### config.mk
export PLATFORM = sky130hd
export DESIGN_NAME = frc_ctrl
export DESIGN_NICKNAME = d
export VERILOG_FILES = /design/src/frc_pkg.sv /design/src/frc_ctrl.sv
export SDC_FILE = /design/constraint.sdc
export NUM_CORES = 1
export LEC_CHECK = 0
export BUFFER_PORTS_ARGS = -buffer_cell sky130_fd_sc_hd__buf_2
export CAP_MARGIN = 20
export CORE_AREA = 4 4 41 43
export DETAILED_ROUTE_END_ITERATION = 10
export DIE_AREA = 0 0 45 47
export MAX_ROUTING_LAYER = met4
export PLACE_DENSITY = 0.75
export SYNTH_ARGS = -nofsm -noshare
export SYNTH_HDL_FRONTEND = slang
export SYNTH_SLANG_ARGS = --single-unit
### constraint.sdc
create_clock -name clk -period 5.14 [get_ports clk]
set_input_delay 0.257 -clock clk [delete_from_list [all_inputs] [get_ports clk]]
set_output_delay 0.257 -clock clk [all_outputs]
set_load 0.02 [all_outputs]
### src/frc_pkg.sv
// Shared types, constants and helpers for the framebuffer region copy block.
`default_nettype none
package frc_pkg;

  localparam int MAX_WIDTH  = 320;
  localparam int MAX_HEIGHT = 240;
  localparam int PIXEL_BITS = 4;

  localparam int MEM_DEPTH = MAX_WIDTH * MAX_HEIGHT;
  localparam int ADDR_W    = $clog2(MEM_DEPTH);

  // Field widths of the ports
  localparam int KIND_W = 2;
  localparam int X_W    = 9;
  localparam int Y_W    = 8;
  localparam int PIN_W  = 4;

  localparam int CFG_IDX_W  = 1;
  localparam int CFG_DATA_W = 9;

  // Signed coordinate wide enough for any position plus an 8-bit offset
  localparam int CRD_W = 12;

  typedef logic signed [CRD_W-1:0] crd_t;
  typedef logic [ADDR_W-1:0]       addr_t;
  typedef logic [PIXEL_BITS-1:0]   pix_t;

  typedef enum logic [KIND_W-1:0] {
    KIND_WRITE = 2'd0,
    KIND_READ  = 2'd1,
    KIND_COPY  = 2'd2,
    KIND_NONE  = 2'd3
  } kind_t;

  typedef enum logic [CFG_IDX_W-1:0] {
    CFG_SCREEN_WIDTH  = 1'b0,
    CFG_SCREEN_HEIGHT = 1'b1
  } cfg_reg_t;

  // Controller to datapath
  typedef struct packed {
    logic accept;
    logic clr;
    logic plan_a;
    logic plan_b;
    logic rd;
    logic wr;
    logic out_load;
  } frc_cmd_t;

  // Datapath to controller
  typedef struct packed {
    logic clr_last;
    logic copy_empty;
    logic scan_last;
    kind_t kind;
  } frc_sts_t;

  function automatic pix_t pix_from_in(logic [PIN_W-1:0] v);
    logic [15:0] w;
    w = 16'(v);
    return w[PIXEL_BITS-1:0];
  endfunction

  function automatic logic [PIN_W-1:0] pix_to_out(pix_t p);
    logic [15:0] w;
    w = 16'(p);
    return w[PIN_W-1:0];
  endfunction

endpackage
`default_nettype wire

### src/frc_ctrl.sv
// Sequencer for pixel accesses, copy scans and the post-reset clear sweep.
`default_nettype none
module frc_ctrl
  import frc_pkg::*;
(
  input  logic              clk,
  input  logic              rst_n,
  input  logic              in_valid,
  input  logic [KIND_W-1:0] in_kind,
  output logic              in_ready,
  output logic              out_valid,
  input  logic              out_ready,
  input  frc_sts_t          sts,
  output frc_cmd_t          cmd
);

  typedef enum logic [6:0] {
    ST_CLEAR  = 7'b0000001,
    ST_IDLE   = 7'b0000010,
    ST_PLAN_A = 7'b0000100,
    ST_PLAN_B = 7'b0001000,
    ST_RD     = 7'b0010000,
    ST_WR     = 7'b0100000,
    ST_RESP   = 7'b1000000
  } state_t;

  state_t state_r, state_nxt;
  logic   out_valid_r, out_valid_nxt;

  always_comb begin
    cmd       = '0;
    state_nxt = state_r;
    case (state_r)
      ST_CLEAR: begin
        cmd.clr = 1'b1;
        if (sts.clr_last) state_nxt = ST_IDLE;
      end
      ST_IDLE: begin
        if (in_valid) begin
          cmd.accept = 1'b1;
          case (kind_t'(in_kind))
            KIND_WRITE: state_nxt = ST_WR;
            KIND_READ:  state_nxt = ST_RD;
            KIND_COPY:  state_nxt = ST_PLAN_A;
            default:    state_nxt = ST_RESP;
          endcase
        end
      end
      ST_PLAN_A: begin
        cmd.plan_a = 1'b1;
        state_nxt  = ST_PLAN_B;
      end
      ST_PLAN_B: begin
        cmd.plan_b = 1'b1;
        state_nxt  = sts.copy_empty ? ST_RESP : ST_RD;
      end
      ST_RD: begin
        cmd.rd    = 1'b1;
        state_nxt = (sts.kind == KIND_READ) ? ST_RESP : ST_WR;
      end
      ST_WR: begin
        cmd.wr = 1'b1;
        if (sts.kind == KIND_WRITE || sts.scan_last) state_nxt = ST_RESP;
        else state_nxt = ST_RD;
      end
      ST_RESP: begin
        // wait for the output slot to free up
        if (!out_valid_r || out_ready) begin
          cmd.out_load = 1'b1;
          state_nxt    = ST_IDLE;
        end
      end
      default: state_nxt = ST_CLEAR;
    endcase
  end

  always_comb begin
    if (cmd.out_load) out_valid_nxt = 1'b1;
    else if (out_ready) out_valid_nxt = 1'b0;
    else out_valid_nxt = out_valid_r;
  end

  always_ff @(posedge clk) begin
    if (!rst_n) begin
      state_r     <= ST_CLEAR;
      out_valid_r <= 1'b0;
    end else begin
      state_r     <= state_nxt;
      out_valid_r <= out_valid_nxt;
    end
  end

  assign in_ready  = (state_r == ST_IDLE);
  assign out_valid = out_valid_r;

endmodule
`default_nettype wire

==> reports/qor.yml <==
synth_top_area_share_pct: 28.0
portBuffers: 19
final-setup-viol-count: 0
max_freq_mhz: 494
gp_congestion: 0.820
hpwl_um: 1150
ys_types: 37
synth-seq-cells: 8
vias: 586
worstPathRequired_ns: 4.88
hp-class: "input port to flop"
status: "finished clean"
cp-start-kind: "flop"
antenna_found_initial: 0
synth_top_area_cell: "dfxtp_1"
rsz0062_at_grt: "false"
slew_headroom_pct: 61.0
worstSetupPathType: "flop to output pin"
drtIter0Drc: 12
grt_usage_pct: 16.5
clk_pin_slew_ns: 0.06
power_density_nw_per_um2: 319
fin_nets: 99
layout_setup_ws_ns: 3.12
power.total_mw: 0.217
end_kind: "output pin"
ctsResizeCount: 0
fin_skew_ns: 0.00629
final_cell_mix: "19 x buf_2, 8 x dfxtp_1, 5 x nor2b_1, 5 x nor2_1, 5 x inv_1"
drc_errors: 0
gr-total-overflow: 0
pre_cts_slack_ns: 3.30
cts_tree: "yes"
syn-cell-area_um2: 572
rows: 13
syn_to_final_growth_pct: 19.0
hold_viol: 0
start_util_pct: 43.9
clock_latency_ns: 0.25
drt_wl_total_um: 1420
timing.max_cap.violations: 0
cts_root_buffer: "clkbuf_4"
htreeDepth: 1
clock-sinks: 8
worstReg2RegStart: "state_r[6]$_SDFFE_PN0P_"
ant_nets: 0
core_area_um2: 1300
cts_setup_buffers: 0
drive_above_1_share_pct: 31.4
diodes: 0
syn_nets: 79
synthTopCellsByArea: "dfxtp_1 28%, nor2b_1 5.5%, and4b_1 3.5%, o211a_1 3.5%, inv_1 3.3%"
synth_ff_type: "dfxtp_1"
worst-path-max-fanout: 8
worstMarginPinSlew_ns: 0.584
ios: 20
multi_input_area_um2: 365
synthArstFlopShare_pct: 0
die_x_um: 45
cp_data_arrival_time_ns: 1.77
cts_hold_buf: 0
hp-start: "rst_n"
yosysWarningCount: 0
cts_buffers: 3
fill_cells: 138
cts_max_path_buffers: 2
setup_tns_ns: 0
synth_edf_count: 0
drtPass1Iterations: 4
syn_avg_cell_area_um2: 8.41
p_leak_nw: 0.313
layout_commonest_cell: "buf_2"
synth_cells: 68
worstSetupStartpoint: "state_r[4]$_SDFFE_PN0P_"
vdd_drop_max_mv: 0.161
period_share_pct: 39.3
grt_pass1_vias: 594
final.min_clock_period_ns: 2.02
die_h_um: 47
grt_max_degree: 10
die_area_um2: 2120
grt_pass1_wl_um: 2390
ys_seq_area_share_pct: 28.0
regArea_um2: 160
slew_violations: 0
viasPerCell: 5.80
wire_per_inst_um: 14.1
layout make-up:
class / count / share of cell area [%]
Multi-Input combinational cell: 51 / 53.7
Tap cell: 15 / 2.76
Inverter: 5 / 2.76
Clock buffer: 3 / 3.31
Sequential cell: 8 / 23.5
Timing Repair Buffer: 19 / 14.0
state kept, by name, summed over array words and instances (netlist names):
name and count:
out_valid 1, state_r 7
stage by stage:
| stage | hold WS (ns) | cells | instance area (um2) | utilization, % |
|---|---|---|---|---|
| global placement | 0.555 | 98 | 658 | 50.6 |
| CTS | 0.300 | 101 | 681 | 52.3 |
| floorplan | 0.392 | 68 | 572 | - |
| global route | 0.307 | 101 | 681 | 52.3 |
| detailed placement | 0.562 | 98 | 658 | 50.6 |
| finish | 0.301 | 101 | 681 | 52.3 |
where the power goes:
part	total, mW	switching [mW]	internal (mW)
logic	0.0909	0.0524	0.0385
clock network	0.0483	0.0216	0.0267
registers	0.0779	0.00989	0.0680
layer usage:
metal  share of wire, %  track usage, %
met1                 44            18.2
met3                4.5            3.45
met2                 49            26.8
met4                2.4            10.5
met5                  0               -
Yosys cell counts (2+ instances only):
cell and count:
nand3_1 3, o211ai_1 2, nor4_1 2, a211oi_1 2
nand2b_1 2, nor2b_1 5, o211a_1 2, and2_1 2
dfxtp_1 8, nor2_1 5, inv_1 5, nand2_1 2
and4b_1 2, nor3_1 3
worst max-delay path, cell delays in order, from the launching register on:
cell	delay (ns)
dfxtp_1	0.37
nor3_2	0.43
nand3_1	0.25
inv_1	0.15
and2_1	0.15
buf_2	0.16
final timing paths:
path / slack [ns] / cells past startpoint / to
min reg2reg: 0.57 / 2 / state_r[3]$_SDFFE_PN0P_
max: 3.12 / 5 / cmd[6]
min: 0.30 / 3 / out_valid$_SDFFE_PN0P_
max reg2reg: 3.27 / 4 / state_r[6]$_SDFFE_PN0P_
cells by family (layout without fill, tap and decap cells):
logic type,Yosys count,in the layout,share of synthesized area (%)
AOI/OAI and AO/OA,14,14,22.8
xor gates and xnor gates,1,1,1.53
buffers and inverters,9,27,8.10
DFF,8,8,28.0
and+or+nand+nor,36,36,39.6
Note: power is estimated with default switching activity, not from simulation.
